**src/rtl/core/cfdz_pkg.sv**
```systemverilog
// cfdz_pkg: shared widths, register codes, payload and job types and state enum
// for the constant fraction zero-crossing timing block. No dependencies.
`default_nettype none

package cfdz_pkg;

    // fixed field widths
    localparam int SAMPLE_BITS = 14;
    localparam int MAX_DELAY   = 16;
    localparam int TIME_BITS   = 32;
    localparam int FRAC_BITS   = 16;
    localparam int DLY_BITS    = 4;
    localparam int ARM_BITS    = 13;
    localparam int OFS_BITS    = 16;

    // derived widths
    localparam int OUT_BITS   = TIME_BITS + 1;
    localparam int CFD_BITS   = SAMPLE_BITS + FRAC_BITS + 1;
    localparam int DIV_BITS   = CFD_BITS + 1;
    localparam int THR_BITS   = ARM_BITS + FRAC_BITS + 1;
    localparam int CMP_BITS   = ((CFD_BITS > THR_BITS) ? CFD_BITS : THR_BITS) + 1;
    localparam int DIDX_BITS  = (MAX_DELAY > 1) ? $clog2(MAX_DELAY) : 1;
    localparam int CNT_BITS   = $clog2(TIME_BITS + 1);

    // job queue between front and back
    localparam int QUEUE_DEPTH = 4;
    localparam int QPTR_BITS   = $clog2(QUEUE_DEPTH);

    // configuration port
    localparam int CFG_IDX_BITS  = 2;
    localparam int CFG_DATA_BITS = 16;

    localparam logic [CFG_IDX_BITS-1:0] CFG_FRACTION = 2'd0;
    localparam logic [CFG_IDX_BITS-1:0] CFG_DELAY    = 2'd1;
    localparam logic [CFG_IDX_BITS-1:0] CFG_ARM      = 2'd2;
    localparam logic [CFG_IDX_BITS-1:0] CFG_OFFSET   = 2'd3;

    localparam logic [FRAC_BITS-1:0]       FRACTION_RST = 16'd49152;
    localparam logic [DLY_BITS-1:0]        DELAY_RST    = 4'd3;
    localparam logic [ARM_BITS-1:0]        ARM_RST      = 13'd100;
    localparam logic signed [OFS_BITS-1:0] OFFSET_RST   = -16'sd3;

    // input item
    typedef struct packed {
        logic signed [SAMPLE_BITS-1:0] sample;
        logic [TIME_BITS-1:0]          sample_time;
        logic                          last_sample;
    } t_in;

    // result item
    typedef struct packed {
        logic signed [OUT_BITS-1:0] crossing_time;
        logic                       found;
    } t_out;

    // work handed from front to back
    typedef struct packed {
        logic                 hit;
        logic                 last;
        logic [DIV_BITS-1:0]  num;
        logic [DIV_BITS-1:0]  den;
        logic [TIME_BITS-1:0] mag;
        logic                 neg;
        logic [TIME_BITS-1:0] t1;
    } t_job;

    // queue status seen by the front and back parts
    typedef struct packed {
        logic full;
        logic empty;
    } t_q_status;

    typedef enum logic [2:0] {
        BK_IDLE,
        BK_DIV,
        BK_RND,
        BK_ADD,
        BK_EMIT
    } t_back_state;

endpackage

`default_nettype wire

```
**src/rtl/core/cfdz_queue.sv**
```systemverilog
// cfdz_queue: short job queue between the sample front end and the interpolating back end
// depends on cfdz_pkg
`default_nettype none

module cfdz_queue (
    input  wire logic               i_clk,
    input  wire logic               i_rst_n,
    input  wire logic               i_push,
    input  wire cfdz_pkg::t_job     i_job,
    input  wire logic               i_pop,
    output cfdz_pkg::t_job          o_job,
    output cfdz_pkg::t_q_status     o_status
);

    cfdz_pkg::t_job                   r_mem [cfdz_pkg::QUEUE_DEPTH];
    logic [cfdz_pkg::QPTR_BITS-1:0]   r_wr_ptr;
    logic [cfdz_pkg::QPTR_BITS-1:0]   r_rd_ptr;
    logic [cfdz_pkg::QPTR_BITS:0]     r_count;

    logic do_push;
    logic do_pop;

    // status and head
    assign o_status.full  = (r_count == (cfdz_pkg::QPTR_BITS + 1)'(cfdz_pkg::QUEUE_DEPTH));
    assign o_status.empty = (r_count == '0);
    assign o_job          = r_mem[r_rd_ptr];

    assign do_push = i_push && !o_status.full;
    assign do_pop  = i_pop && !o_status.empty;

    // storage
    always_ff @(posedge i_clk) begin
        if (do_push) begin
            r_mem[r_wr_ptr] <= i_job;
        end
    end

    // pointers and fill count
    always_ff @(posedge i_clk) begin
        if (!i_rst_n) begin
            r_wr_ptr <= '0;
            r_rd_ptr <= '0;
            r_count  <= '0;
        end else begin
            if (do_push) begin
                r_wr_ptr <= r_wr_ptr + 1'b1;
            end
            if (do_pop) begin
                r_rd_ptr <= r_rd_ptr + 1'b1;
            end
            case ({do_push, do_pop})
                2'b10:   r_count <= r_count + 1'b1;
                2'b01:   r_count <= r_count - 1'b1;
                default: r_count <= r_count;
            endcase
        end
    end

endmodule

`default_nettype wire

```
**src/rtl/core/cfdz_front.sv**
```systemverilog
// cfdz_front: takes samples, forms the cfd value, runs the arm/crossing detector
// and queues crossing and end-of-waveform jobs; depends on cfdz_pkg
`default_nettype none

module cfdz_front (
    input  wire logic                             i_clk,
    input  wire logic                             i_rst_n,
    input  wire logic                             i_in_valid,
    output logic                                  o_in_stall,
    input  wire cfdz_pkg::t_in                    i_in_data,
    input  wire logic [cfdz_pkg::FRAC_BITS-1:0]   i_fraction,
    input  wire logic [cfdz_pkg::DLY_BITS-1:0]    i_delay,
    input  wire logic [cfdz_pkg::ARM_BITS-1:0]    i_arm_level,
    output logic                                  o_push,
    output cfdz_pkg::t_job                        o_job,
    input  wire cfdz_pkg::t_q_status              i_q_status
);

    // delay line
    logic signed [cfdz_pkg::SAMPLE_BITS-1:0] r_line [cfdz_pkg::MAX_DELAY];

    // product stage
    logic                                    r_a_valid;
    logic signed [cfdz_pkg::CFD_BITS-1:0]    r_a_prod;
    logic signed [cfdz_pkg::SAMPLE_BITS-1:0] r_a_dly;
    logic [cfdz_pkg::TIME_BITS-1:0]          r_a_time;
    logic                                    r_a_last;

    // detector state
    logic signed [cfdz_pkg::CFD_BITS-1:0]    r_prev_cfd;
    logic [cfdz_pkg::TIME_BITS-1:0]          r_prev_time;
    logic                                    r_armed;

    logic                                    accept;
    logic                                    fire;
    logic [cfdz_pkg::DIDX_BITS-1:0]          tap_idx;
    logic signed [cfdz_pkg::SAMPLE_BITS-1:0] delayed;
    logic signed [cfdz_pkg::CFD_BITS-1:0]    prod;
    logic signed [cfdz_pkg::CFD_BITS-1:0]    dly_shift;
    logic signed [cfdz_pkg::CFD_BITS-1:0]    cfd;
    logic signed [cfdz_pkg::CMP_BITS-1:0]    thr;
    logic                                    armed_now;
    logic                                    hit;
    logic signed [cfdz_pkg::DIV_BITS-1:0]    diff;
    logic signed [cfdz_pkg::TIME_BITS:0]     dt;
    logic [cfdz_pkg::TIME_BITS:0]            dt_abs;

    assign accept = i_in_valid && !o_in_stall;

    // pick the delayed sample; zero delay uses the current one
    always_comb begin
        if (int'(i_delay) > cfdz_pkg::MAX_DELAY) begin
            tap_idx = cfdz_pkg::DIDX_BITS'(cfdz_pkg::MAX_DELAY - 1);
        end else begin
            tap_idx = cfdz_pkg::DIDX_BITS'(int'(i_delay) - 1);
        end
        if (i_delay == '0) begin
            delayed = i_in_data.sample;
        end else begin
            delayed = r_line[tap_idx];
        end
        prod = $signed({1'b0, i_fraction}) * i_in_data.sample;
    end

    // delay line shift, cleared after the last sample of a waveform
    always_ff @(posedge i_clk) begin
        if (!i_rst_n) begin
            for (int i = 0; i < cfdz_pkg::MAX_DELAY; i++) begin
                r_line[i] <= '0;
            end
        end else if (accept) begin
            if (i_in_data.last_sample) begin
                for (int i = 0; i < cfdz_pkg::MAX_DELAY; i++) begin
                    r_line[i] <= '0;
                end
            end else begin
                r_line[0] <= i_in_data.sample;
                for (int i = 1; i < cfdz_pkg::MAX_DELAY; i++) begin
                    r_line[i] <= r_line[i-1];
                end
            end
        end
    end

    // product stage registers
    always_ff @(posedge i_clk) begin
        if (!i_rst_n) begin
            r_a_valid <= 1'b0;
        end else if (accept) begin
            r_a_valid <= 1'b1;
        end else if (fire) begin
            r_a_valid <= 1'b0;
        end
    end

    always_ff @(posedge i_clk) begin
        if (accept) begin
            r_a_prod <= prod;
            r_a_dly  <= delayed;
            r_a_time <= i_in_data.sample_time;
            r_a_last <= i_in_data.last_sample;
        end
    end

    // cfd value, arming and crossing detection
    always_comb begin
        dly_shift = cfdz_pkg::CFD_BITS'(r_a_dly) <<< cfdz_pkg::FRAC_BITS;
        cfd       = r_a_prod - dly_shift;
        thr       = -($signed(cfdz_pkg::CMP_BITS'(i_arm_level)) <<< cfdz_pkg::FRAC_BITS);
        armed_now = r_armed || (cfdz_pkg::CMP_BITS'(cfd) < thr);
        hit       = armed_now && (cfd > 0);
        diff      = cfdz_pkg::DIV_BITS'(cfd) - cfdz_pkg::DIV_BITS'(r_prev_cfd);
        dt        = $signed({1'b0, r_a_time}) - $signed({1'b0, r_prev_time});
        dt_abs    = dt[cfdz_pkg::TIME_BITS] ? (-dt) : dt;
    end

    assign fire       = r_a_valid && (!(hit || r_a_last) || !i_q_status.full);
    assign o_in_stall = r_a_valid && !fire;
    assign o_push     = r_a_valid && (hit || r_a_last) && !i_q_status.full;

    // job for the back end
    always_comb begin
        o_job.hit   = hit;
        o_job.last  = r_a_last;
        o_job.num   = (r_prev_cfd < 0) ? cfdz_pkg::DIV_BITS'(-r_prev_cfd) : '0;
        o_job.den   = diff;
        o_job.mag   = dt_abs[cfdz_pkg::TIME_BITS-1:0];
        o_job.neg   = dt[cfdz_pkg::TIME_BITS];
        o_job.t1    = r_prev_time;
    end

    // detector state update
    always_ff @(posedge i_clk) begin
        if (!i_rst_n) begin
            r_prev_cfd  <= '0;
            r_prev_time <= '0;
            r_armed     <= 1'b0;
        end else if (fire) begin
            if (r_a_last) begin
                r_prev_cfd  <= '0;
                r_prev_time <= '0;
                r_armed     <= 1'b0;
            end else begin
                r_prev_cfd  <= cfd;
                r_prev_time <= r_a_time;
                r_armed     <= armed_now && !hit;
            end
        end
    end

endmodule

`default_nettype wire

```
**src/rtl/core/cfdz_back.sv**
```systemverilog
// cfdz_back: bit-serial interpolation of queued crossings, held crossing time
// and result register; depends on cfdz_pkg
`default_nettype none

module cfdz_back (
    input  wire logic                                  i_clk,
    input  wire logic                                  i_rst_n,
    input  wire cfdz_pkg::t_job                        i_job,
    input  wire cfdz_pkg::t_q_status                   i_q_status,
    output logic                                       o_pop,
    input  wire logic signed [cfdz_pkg::OFS_BITS-1:0]  i_time_offset,
    output logic                                       o_out_valid,
    input  wire logic                                  i_out_stall,
    output cfdz_pkg::t_out                             o_out_data
);

    localparam int DW = cfdz_pkg::DIV_BITS;
    localparam int TW = cfdz_pkg::TIME_BITS;
    localparam int OW = cfdz_pkg::OUT_BITS;

    cfdz_pkg::t_back_state             r_state;
    cfdz_pkg::t_back_state             n_state;
    cfdz_pkg::t_job                    r_job;
    cfdz_pkg::t_job                    n_job;
    logic [DW-1:0]                     r_rem;
    logic [DW-1:0]                     n_rem;
    logic [TW-1:0]                     r_quo;
    logic [TW-1:0]                     n_quo;
    logic [TW-1:0]                     r_mag;
    logic [TW-1:0]                     n_mag;
    logic [cfdz_pkg::CNT_BITS-1:0]     r_cnt;
    logic [cfdz_pkg::CNT_BITS-1:0]     n_cnt;
    logic [TW:0]                       r_step;
    logic [TW:0]                       n_step;
    logic signed [OW-1:0]              r_held;
    logic signed [OW-1:0]              n_held;
    logic                              r_seen;
    logic                              n_seen;
    logic                              r_out_valid;
    logic                              n_out_valid;
    cfdz_pkg::t_out                    r_out_data;
    cfdz_pkg::t_out                    n_out_data;

    logic                              out_free;
    logic [DW+1:0]                     part;
    logic [DW+1:0]                     den1;
    logic [DW+1:0]                     den2;
    logic [DW+1:0]                     part_sub;
    logic [1:0]                        qdig;
    logic signed [OW:0]                held_sum;
    logic signed [OW:0]                out_sum;
    logic signed [OW-1:0]              out_sat;

    assign out_free = !r_out_valid || !i_out_stall;

    // next state
    always_comb begin
        n_state = r_state;
        case (r_state)
            cfdz_pkg::BK_IDLE: begin
                if (!i_q_status.empty) begin
                    if (i_job.hit) begin
                        n_state = cfdz_pkg::BK_DIV;
                    end else if (i_job.last) begin
                        n_state = cfdz_pkg::BK_EMIT;
                    end
                end
            end
            cfdz_pkg::BK_DIV: begin
                if (r_cnt == cfdz_pkg::CNT_BITS'(1)) begin
                    n_state = cfdz_pkg::BK_RND;
                end
            end
            cfdz_pkg::BK_RND: begin
                n_state = cfdz_pkg::BK_ADD;
            end
            cfdz_pkg::BK_ADD: begin
                n_state = r_job.last ? cfdz_pkg::BK_EMIT : cfdz_pkg::BK_IDLE;
            end
            cfdz_pkg::BK_EMIT: begin
                if (out_free) begin
                    n_state = cfdz_pkg::BK_IDLE;
                end
            end
            default: n_state = cfdz_pkg::BK_IDLE;
        endcase
    end

    // one quotient step: shift in the next bit of |dt| times the numerator
    always_comb begin
        den1     = (DW + 2)'(r_job.den);
        den2     = den1 << 1;
        part     = ((DW + 2)'(r_rem) << 1) +
                   (r_mag[TW-1] ? (DW + 2)'(r_job.num) : '0);
        if (part >= den2) begin
            part_sub = part - den2;
            qdig     = 2'd2;
        end else if (part >= den1) begin
            part_sub = part - den1;
            qdig     = 2'd1;
        end else begin
            part_sub = part;
            qdig     = 2'd0;
        end
    end

    // crossing time and offset result with saturation
    always_comb begin
        if (r_job.neg) begin
            held_sum = $signed((OW + 1)'(r_job.t1)) - $signed((OW + 1)'(r_step));
        end else begin
            held_sum = $signed((OW + 1)'(r_job.t1)) + $signed((OW + 1)'(r_step));
        end
        out_sum = (OW + 1)'(r_held) + (OW + 1)'(i_time_offset);
        if (out_sum[OW] != out_sum[OW-1]) begin
            out_sat = out_sum[OW] ? {1'b1, {(OW - 1){1'b0}}} : {1'b0, {(OW - 1){1'b1}}};
        end else begin
            out_sat = out_sum[OW-1:0];
        end
    end

    // datapath and outputs
    always_comb begin
        o_pop       = 1'b0;
        n_job       = r_job;
        n_rem       = r_rem;
        n_quo       = r_quo;
        n_mag       = r_mag;
        n_cnt       = r_cnt;
        n_step      = r_step;
        n_held      = r_held;
        n_seen      = r_seen;
        n_out_valid = r_out_valid && i_out_stall;
        n_out_data  = r_out_data;
        case (r_state)
            cfdz_pkg::BK_IDLE: begin
                if (!i_q_status.empty) begin
                    o_pop = 1'b1;
                    n_job = i_job;
                    n_rem = '0;
                    n_quo = '0;
                    n_mag = i_job.mag;
                    n_cnt = cfdz_pkg::CNT_BITS'(TW);
                end
            end
            cfdz_pkg::BK_DIV: begin
                n_rem = part_sub[DW-1:0];
                n_quo = {r_quo[TW-2:0], 1'b0} + TW'(qdig);
                n_mag = {r_mag[TW-2:0], 1'b0};
                n_cnt = r_cnt - 1'b1;
            end
            cfdz_pkg::BK_RND: begin
                n_step = (TW + 1)'(r_quo) + (TW + 1)'(r_rem >= (r_job.den - r_rem));
            end
            cfdz_pkg::BK_ADD: begin
                n_held = held_sum[OW-1:0];
                n_seen = 1'b1;
            end
            cfdz_pkg::BK_EMIT: begin
                if (out_free) begin
                    n_out_valid              = 1'b1;
                    n_out_data.crossing_time = r_seen ? out_sat : '0;
                    n_out_data.found         = r_seen;
                    n_held                   = '0;
                    n_seen                   = 1'b0;
                end
            end
            default: begin
                o_pop = 1'b0;
            end
        endcase
    end

    assign o_out_valid = r_out_valid;
    assign o_out_data  = r_out_data;

    // control registers
    always_ff @(posedge i_clk) begin
        if (!i_rst_n) begin
            r_state     <= cfdz_pkg::BK_IDLE;
            r_held      <= '0;
            r_seen      <= 1'b0;
            r_out_valid <= 1'b0;
        end else begin
            r_state     <= n_state;
            r_held      <= n_held;
            r_seen      <= n_seen;
            r_out_valid <= n_out_valid;
        end
    end

    // payload registers
    always_ff @(posedge i_clk) begin
        r_job      <= n_job;
        r_rem      <= n_rem;
        r_quo      <= n_quo;
        r_mag      <= n_mag;
        r_cnt      <= n_cnt;
        r_step     <= n_step;
        r_out_data <= n_out_data;
    end

endmodule

`default_nettype wire

```
**src/rtl/core/cfd_zero_crossing_timing.sv**
```systemverilog
// Constant fraction zero-crossing timing top level: config registers, front, queue, back.
// Throughput: one sample per cycle while the job queue has room; each crossing holds the back end
// for a bit-serial interpolation divide, and a 4-deep job queue absorbs them before the input stalls.
// Result path: product stage register, job queue, back end (divide, round, add for a crossing; emit), result register.
// Reset: synchronous active-low i_rst_n clears control, waveform state and restores register defaults.
// Depends on cfdz_pkg, cfdz_front, cfdz_queue, cfdz_back.
`default_nettype none

module cfd_zero_crossing_timing (
    input  wire logic                                  i_clk,
    input  wire logic                                  i_rst_n,
    input  wire logic                                  i_in_valid,
    output logic                                       o_in_stall,
    input  wire cfdz_pkg::t_in                         i_in_data,
    output logic                                       o_out_valid,
    input  wire logic                                  i_out_stall,
    output cfdz_pkg::t_out                             o_out_data,
    input  wire logic                                  i_cfg_valid,
    output logic                                       o_cfg_ready,
    input  wire logic [cfdz_pkg::CFG_IDX_BITS-1:0]     i_cfg_index,
    input  wire logic [cfdz_pkg::CFG_DATA_BITS-1:0]    i_cfg_data
);

    logic [cfdz_pkg::FRAC_BITS-1:0]        r_fraction;
    logic [cfdz_pkg::DLY_BITS-1:0]         r_delay;
    logic [cfdz_pkg::ARM_BITS-1:0]         r_arm_level;
    logic signed [cfdz_pkg::OFS_BITS-1:0]  r_time_offset;

    logic                                  push;
    logic                                  pop;
    cfdz_pkg::t_job                        push_job;
    cfdz_pkg::t_job                        head_job;
    cfdz_pkg::t_q_status                   q_status;

    assign o_cfg_ready = 1'b1;

    // configuration registers
    always_ff @(posedge i_clk) begin
        if (!i_rst_n) begin
            r_fraction    <= cfdz_pkg::FRACTION_RST;
            r_delay       <= cfdz_pkg::DELAY_RST;
            r_arm_level   <= cfdz_pkg::ARM_RST;
            r_time_offset <= cfdz_pkg::OFFSET_RST;
        end else if (i_cfg_valid && o_cfg_ready) begin
            case (i_cfg_index)
                cfdz_pkg::CFG_FRACTION: r_fraction  <= i_cfg_data[cfdz_pkg::FRAC_BITS-1:0];
                cfdz_pkg::CFG_DELAY:    r_delay     <= i_cfg_data[cfdz_pkg::DLY_BITS-1:0];
                cfdz_pkg::CFG_ARM:      r_arm_level <= i_cfg_data[cfdz_pkg::ARM_BITS-1:0];
                cfdz_pkg::CFG_OFFSET: begin
                    r_time_offset <= $signed(i_cfg_data[cfdz_pkg::OFS_BITS-1:0]);
                end
                default:                r_delay     <= r_delay;
            endcase
        end
    end

    // sample front end
    cfdz_front u_front (
        .i_clk       (i_clk),
        .i_rst_n     (i_rst_n),
        .i_in_valid  (i_in_valid),
        .o_in_stall  (o_in_stall),
        .i_in_data   (i_in_data),
        .i_fraction  (r_fraction),
        .i_delay     (r_delay),
        .i_arm_level (r_arm_level),
        .o_push      (push),
        .o_job       (push_job),
        .i_q_status  (q_status)
    );

    // job queue
    cfdz_queue u_queue (
        .i_clk    (i_clk),
        .i_rst_n  (i_rst_n),
        .i_push   (push),
        .i_job    (push_job),
        .i_pop    (pop),
        .o_job    (head_job),
        .o_status (q_status)
    );

    // interpolation and result back end
    cfdz_back u_back (
        .i_clk         (i_clk),
        .i_rst_n       (i_rst_n),
        .i_job         (head_job),
        .i_q_status    (q_status),
        .o_pop         (pop),
        .i_time_offset (r_time_offset),
        .o_out_valid   (o_out_valid),
        .i_out_stall   (i_out_stall),
        .o_out_data    (o_out_data)
    );

endmodule

`default_nettype wire

```
**config.mk**
```make
export PLATFORM = sky130hd
export DESIGN_NAME = cfd_zero_crossing_timing
export DESIGN_NICKNAME = d
export VERILOG_FILES = /design/src/rtl/core/cfdz_pkg.sv /design/src/rtl/core/cfdz_queue.sv /design/src/rtl/core/cfdz_front.sv /design/src/rtl/core/cfdz_back.sv /design/src/rtl/core/cfd_zero_crossing_timing.sv
export SDC_FILE = /design/constraint.sdc
export NUM_CORES = 2
export LEC_CHECK = 0
export ABC_AREA = 1
export BUFFER_PORTS_ARGS = -buffer_cell sky130_fd_sc_hd__buf_2
export CAP_MARGIN = 10
export CORE_MARGIN = 5
export CORE_UTILIZATION = 25
export CTS_CLUSTER_SIZE = 16
export DETAILED_ROUTE_END_ITERATION = 16
export GPL_TIMING_DRIVEN = 0
export PLACE_DENSITY = 0.38
export SLEW_MARGIN = 20
export SYNTH_ARGS = -nofsm -noshare
export SYNTH_HDL_FRONTEND = slang
export SYNTH_HIERARCHICAL = 1
export SYNTH_SLANG_ARGS = --single-unit
```
**constraint.sdc**
```tcl
create_clock -name i_clk -period 15.4 [get_ports i_clk]
set_clock_uncertainty 0.2 [all_clocks]
set_input_delay 3.08 -clock i_clk [delete_from_list [all_inputs] [get_ports i_clk]]
set_output_delay 3.08 -clock i_clk [all_outputs]
set_load 0.01 [all_outputs]
```
Word level (Yosys, flattened, before mapping)
Memory sizes are Yosys's and may differ from the RTL's. A register that Yosys moved wholly into a read port is not among the register bits.
Cells that the tools add are included.
{"block": "op_classes", "add_sub_neg": 21, "multipliers": 1, "div_mod_pow": 0, "order_cmp": 6, "eq_ne": 16, "n_shift": 0, "n_mux": 84, "bitwise_logic": 33, "reduce_logical": 39}
{"operator": "$mux 14", "n": 33}
{"operator": "$mux 32", "n": 8}
{"operator": "$pmux 32 s2", "n": 3}
{"operator": "$mux 33", "n": 4}
{"operator": "$sub 32x32->32", "n": 3}
{"operator": "$pmux 33 s2", "n": 1}
{"operator": "$add 33x16->34", "n": 1}
{"operator": "$add 33x32->34", "n": 1}
{"operator": "$ge 34x32->1", "n": 1}
{"operator": "$ge 34x33->1", "n": 1}
{"operator": "$add 32x1->33", "n": 1}
{"operator": "$add 32x33->33", "n": 1}
{"operator": "$sub 32x32->33", "n": 1}
{"operator": "$sub 32x33->33", "n": 1}
{"operator": "$add 32x2->32", "n": 1}
{"operator": "$ge 32x32->1", "n": 1}
{"operator": "$lt 31x32->1", "n": 1}
{"operator": "$neg 29->32", "n": 1}
{"operator": "$neg 31->32", "n": 1}
{"operator": "$neg 32->32", "n": 1}
{"operator": "$or 1x1->1", "n": 32}
{"operator": "$sub 31x31->32", "n": 1}
{"operator": "$gt 31x1->1 const B", "n": 1}
{"operator": "$lt 31x1->1 const B", "n": 1}
{"operator": "other kinds (36)", "n": 99}
{"block": "totals", "regBits": 504, "latchBits": 0, "mem_bits_rw": 748, "mem_bits_ro": 0, "inputBits": 70, "output_inout_bits": 37, "elab_cells": 233, "memories": 2}
{"name": "u_queue.r_mem", "words": 4, "width": 131, "rd": 1, "rd_clocked_by_memory_dff": 1, "write_ports": 1, "line_no": "cfdz_queue.sv:15", "source": "cfdz_pkg::t_job r_mem [cfdz_pkg::QUEUE_DEPTH];"}
{"name": "u_front.r_line", "words": 16, "width": 14, "rd": 16, "rd_clocked_by_memory_dff": 0, "write_ports": 16, "line_no": "cfdz_front.sv:20", "source": "logic signed [cfdz_pkg::SAMPLE_BITS-1:0] r_line [cfdz_pkg::MAX_DELAY];"}

Logic depth before layout (Yosys ltp)
{"block": "logic_depth", "ltp_word": 17, "ltp_mapped": 41, "mapped_depth_nobuf": 39}

By module
The synthesis kept the hierarchy.
{"mod": "cfdz_front", "n_inst": 1, "cells_per_inst": 3663, "area_per_inst_um2": 31252.5, "seq_area_each_um2": 10229.8}
{"mod": "cfdz_back", "n_inst": 1, "cells_per_inst": 3759, "area_per_inst_um2": 26665.6, "seq_area_each_um2": 8778.4}
{"mod": "cfdz_queue", "n_inst": 1, "cells_per_inst": 1336, "area_per_inst_um2": 19881.6, "seq_area_each_um2": 15915.3}
{"mod": "cfd_zero_crossing_timing", "n_inst": 1, "cells_per_inst": 280, "area_per_inst_um2": 2005.7, "seq_area_each_um2": 980.9}

Worst setup path after synthesis
Ideal clock, no wire load.
{"block": "synth_timing", "path_kind": "reg-to-reg", "from": "register u_front/r_a_prod[16] (netlist bit)", "to": "memory u_queue/r_mem[0][0] (netlist bit) (enable)", "setup_ps": 623, "t_arrival_ps": 8655, "required_ps": 14577, "slack_ps": 5922, "stages_incl_launch_ff": 22, "path_buffers": 0, "synth_period_minus_slack_ps": 9478, "cell_sequence": "edfxtp_1 inv_1 ha_1 inv_1 fa_1 a21oi_2 nor2_1 a211oi_2 xor2_1 inv_2 ha_1 inv_1 nor3_1 a211oi_1 nand3_1 nand3_2 nand2_2 nand2_2 nand2_1 nor2_1 nand2_1 nor2_1"}
{"block": "synth_between", "elab_chain_cells": 10, "elab_cells_between_ends": 11, "classes_between": "1 x add/sub; 2 x order compare; 2 x mux; 6 x reduce/logical"}
{"element": "start, declared", "line_no": "cfdz_front.sv:24", "source": "logic signed [cfdz_pkg::CFD_BITS-1:0] r_a_prod;"}
{"element": "start signal, assigned", "line_no": "cfdz_front.sv:98", "source": "r_a_prod <= prod;"}
{"element": "$sub 31x30->31 *", "line_no": "cfdz_front.sv:108", "source": "cfd = r_a_prod - dly_shift;"}
{"element": "$lt 31x32->1", "line_no": "cfdz_front.sv:110", "source": "armed_now = r_armed || (cfdz_pkg::CMP_BITS'(cfd) < thr);"}
{"element": "$logic_or 1x1->1", "line_no": "cfdz_front.sv:110"}
{"element": "$logic_and 1x1->1 *", "line_no": "cfdz_front.sv:111", "source": "hit = armed_now && (cfd > 0);"}
{"element": "$logic_or 1x1->1 *", "line_no": "cfdz_front.sv:119", "source": "assign o_push = r_a_valid && (hit || r_a_last) && !i_q_status.full;"}
{"element": "$logic_and 1x1->1 * (2 in a row)", "line_no": "cfdz_front.sv:119"}
{"element": "via push", "line_no": "cfd_zero_crossing_timing.sv:29", "source": "logic push;"}
{"element": "$logic_and 1x1->1 *", "line_no": "cfdz_queue.sv:28", "source": "assign do_push = i_push && !o_status.full;"}
{"element": "$mux 1 *", "line_no": "cfdz_queue.sv:33", "source": "if (do_push) begin"}
{"element": "$mux 1 (implied by the code) *", "line_no": "cfdz_queue.sv:34", "source": "r_mem[r_wr_ptr] <= i_job;"}
{"element": "end, declared", "line_no": "cfdz_queue.sv:15"}
Mark *: on every way through the listed nets, which the timed path passes. The rest lies on a longest branch.

Worst setup path in the final report
{"block": "layout_timing", "from": "input i_in_data[43] (netlist bit)", "to": "register u_front/r_a_prod[27] (netlist bit) (data pin)"}
{"block": "layout_between", "elab_chain_cells": 1}
{"element": "start, declared", "line_no": "cfd_zero_crossing_timing.sv:14", "source": "input wire cfdz_pkg::t_in i_in_data,"}
{"element": "$mul 17x14->31", "line_no": "cfdz_front.sv:62", "source": "prod = $signed({1'b0, i_fraction}) * i_in_data.sample;"}
{"element": "via u_front.prod, one bit", "line_no": "cfdz_front.sv:38", "source": "logic signed [cfdz_pkg::CFD_BITS-1:0] prod;"}
The timed path passes the listed nets, and every way through them passes these cells.
A chain may end at the register's enable or synchronous reset.

==> run metrics <==
status=complete, no violations; max frequency=0.103 GHz; startpoint types=input port; worst-margin pin slew=1.22 ns; Initial Util=25.1%; IO Pins=107; Clock Power Share=16.9%; Fin Hold WS=0.281 ns; final core utilization=28.8%; Die ar.=331000 um2; Final min period=9.68 ns; number of synthesized flops with an enable pin=1079; final max-slew violation count=0; Die X=575 um; Final Hold Vio Count=0; Post-CTS Resized=0; DR vias/cell=4.60; Internal Power=10700 uW; Critical Path Fanout Max=10; CTS root buffer=clkbuf_16; Initial DRT Pass Iterations=6; grt met1 use=23.0%; clock net sink count=1254; Gate Count Post-Synth=9038; CTS Hold Buffers Added=0; post-route ant nets=0; met3 usage=2.06%; arrival time worst endpoint=10.01 ns; hold path startpoint=u_back/r_held[22]; PwrDens=231 nW/um2; DP HPWL=222000 um; vias in the first global route=61600; most frequent cells after synthesis=nand2_1 (1670), inv_1 (1373), edfxtp_1 (1079); first-pass GRT wire length=411000 um; unrepaired setup endpoints after global routing=false; chip height=575 um; HP Class=reg2reg; cell taking the most area after synthesis=edfxtp_1; register area share after synthesis=45.0%; largest net degree at the start of global routing=80; top-count cell post-synth=nand2_1; total grt overflow=0; WP data required=15.73 ns; FFs w/ async S/R, synth=0%; worst r2r src=u_back/r_mag[31]; CTS buffer count=155; CTS HTree Levels=4; fin nets=10000; synthesis-to-layout area growth=14.8%; met2 Resource Use GR=27.2%; Clk Latency, worst-skew pair=0.83 ns; routed wire length=281000 um; VDD IR max=0.159 mV; Relative slew margins=18.9%; initial antenna violation count=20; Sequential Power Share=24.3%; Ys Warns=6; Final Wtd Congestion=0.901; gr busiest metal=met2; sw frac=49.4%; clk buf depth=4; ranking of synthesized cells by area=edfxtp_1 (41%), nand2_1 (7.9%), ha_1 (6.9%); crit path kind=in2reg; CP Capture Type=flip-flop; synthesized cell area=79800 um2; synthesized area per cell=8.83 um2; final worst path period share=62.9%; # DRC=0; Vias=62700; combinational power share=58.8%; # port buffers=90; FP Rows=207; Total GRT Usage=16.4%; Setup Buffers After CTS=0; max-cap violation count=0; Top FF cell, synth=edfxtp_1; Worst Setup SP=i_in_data[43]; CTS tree=done; DRT iter0 DRCs=4506; Unique masters post-synth=69; # setup viols final=0; Post-Syn Nets=9725; Worst-path clk slew=0.06 ns; Seq cells post-synth=1254; filler cell count=33800; wire per inst=20.6 um; setup_tns=0 ns; share of layout cells above drive strength 1=9.03%; core area=318000 um2; share of the synthesized area in the top cell type=40.6%; leakage=0.0385 uW; NetSw=10400 uW
metrics by stage:
step / instances / cell area, um2 / total power, uW / setup slack, ns
4_1_cts: 13600 / 91600 / 21300 / 5.87
3_3_place_gp: 13300 / 85500 / 17700 / -1.60
6_report: 13600 / 91600 / 21100 / 5.72
2_1_floorplan: 9038 / 79800 / 13300 / 5.92
5_1_grt: 13600 / 91600 / 22800 / 5.57
3_5_place_dp: 13400 / 86700 / 17600 / 5.02
cells in the final DEF (no fill, tap or decap), drive strengths merged, types with 2 or more instances in the layout:
master / Yosys / routed
o21bai: 41 / 41
nor3: 91 / 91
a221oi: 3 / 3
a21oi: 667 / 667
xnor2: 84 / 84
clkinv: 4 / 59
nand3b: 16 / 16
o21a: 21 / 21
clkinvlp: 0 / 3
o22ai: 133 / 133
nand3: 474 / 474
edfxtp: 1079 / 1079
xor2: 217 / 217
o221ai: 4 / 4
nor2: 1089 / 1089
buf: 147 / 286
a21boi: 15 / 15
fa: 176 / 176
nand4: 109 / 109
and3: 9 / 9
o211ai: 7 / 7
bufinv: 0 / 12
conb: 2 / 2
nor4: 20 / 20
clkbuf: 163 / 354
and2: 4 / 4
o21ai: 647 / 647
nor3b: 3 / 3
or2: 18 / 18
inv: 1401 / 1408
a211oi: 13 / 13
a21o: 29 / 29
a31oi: 28 / 28
dfxtp: 175 / 175
diode: 0 / 11
o31ai: 7 / 7
nand2: 1694 / 1694
ha: 441 / 441
layer usage:
layer | vias to the layer above | wire length (um)
li1 | 30600 | -
met1 | 30500 | 133000
met2 | 1324 | 131000
met3 | 275 | 11700
met4 | 0 | 5190
met5 | - | 0
worst max-delay path: stages:
cell and delay (ns):
clkbuf_1 0.85, clkbuf_1 0.59, nand2_1 0.17, fa_1 0.58
inv_1 0.06, fa_1 0.47, fa_1 0.53, fa_1 0.52
fa_1 0.57, inv_1 0.06, fa_1 0.53, inv_1 0.04
ha_1 0.35, a21oi_1 0.21, inv_1 0.06, a21oi_1 0.17
nand2_1 0.12, a21o_1 0.20, nand3_1 0.10, nand2_1 0.10
nand2_1 0.08, nand2_1 0.08, nand2_1 0.07, nand2_1 0.06
xor2_1 0.36
state kept, by name (all words and copies together) (netlist names), 6 cells and up, named ones only:
signal and count:
u_queue/r_mem 524, u_front/r_line 224, u_back/r_job 66, u_back/o_out_data 34, u_back/r_held 33, u_back/r_step 33, u_back/den1 32, u_back/r_mag 32
u_back/r_quo 32, u_back/r_rem 32, u_front/r_a_time 32, u_front/r_prev_time 32, u_front/r_a_prod 31, u_front/r_prev_cfd 31, r_fraction 16, r_time_offset 16
u_front/r_a_dly 14, r_arm_level 13, u_back/r_cnt 6
cell type report:
type                            instances  area, um2  share of cell area [%]
Antenna cell                           11       27.5                  0.0301
Buffer                                311       1910                    2.09
Clock buffer                          191       4110                    4.48
Clock inverter                         77        756                   0.825
Inverter                             1405       5280                    5.77
Multi-Input combinational cell       6068      36800                    40.2
Sequential cell                      1254      35900                    39.2
Tap cell                             4180       5230                    5.71
Timing Repair Buffer                  139       1560                    1.71
path summary, 6_finish.rpt:
kind | endpoint | slack (ns) | cells after the start
worst max register to register | u_back/r_quo[19] | 7.45 | 38
worst min-delay path | u_back/r_held[22] | 0.28 | 2
worst max-delay path | u_front/r_a_prod[27] | 5.72 | 25
worst min register to register | u_back/r_held[22] | 0.28 | 2
cells by family after synthesis:
kind of cell,count (synthesis),share of synthesized area (%)
compound gates,1619,11.0
xor+xnor,301,3.35
fa+ha+maj,617,11.3
buf+inv,1716,9.00
flops,1254,45.0
other cells,2,0.00941
simple gates,3529,20.3
power by group through the flow:
| stage | registers, uW | logic, uW | clock network [uW] |
|---|---|---|---|
| after floorplan | 5040 | 8270 | 0 |
| after global placement | 5430 | 12200 | 0 |
| after global routing | 5180 | 13800 | 3840 |
| final | 5130 | 12400 | 3580 |
| after detailed placement | 5210 | 12400 | 0 |
| after CTS | 5150 | 12500 | 3710 |
Power figures use the tool's default switching activity.
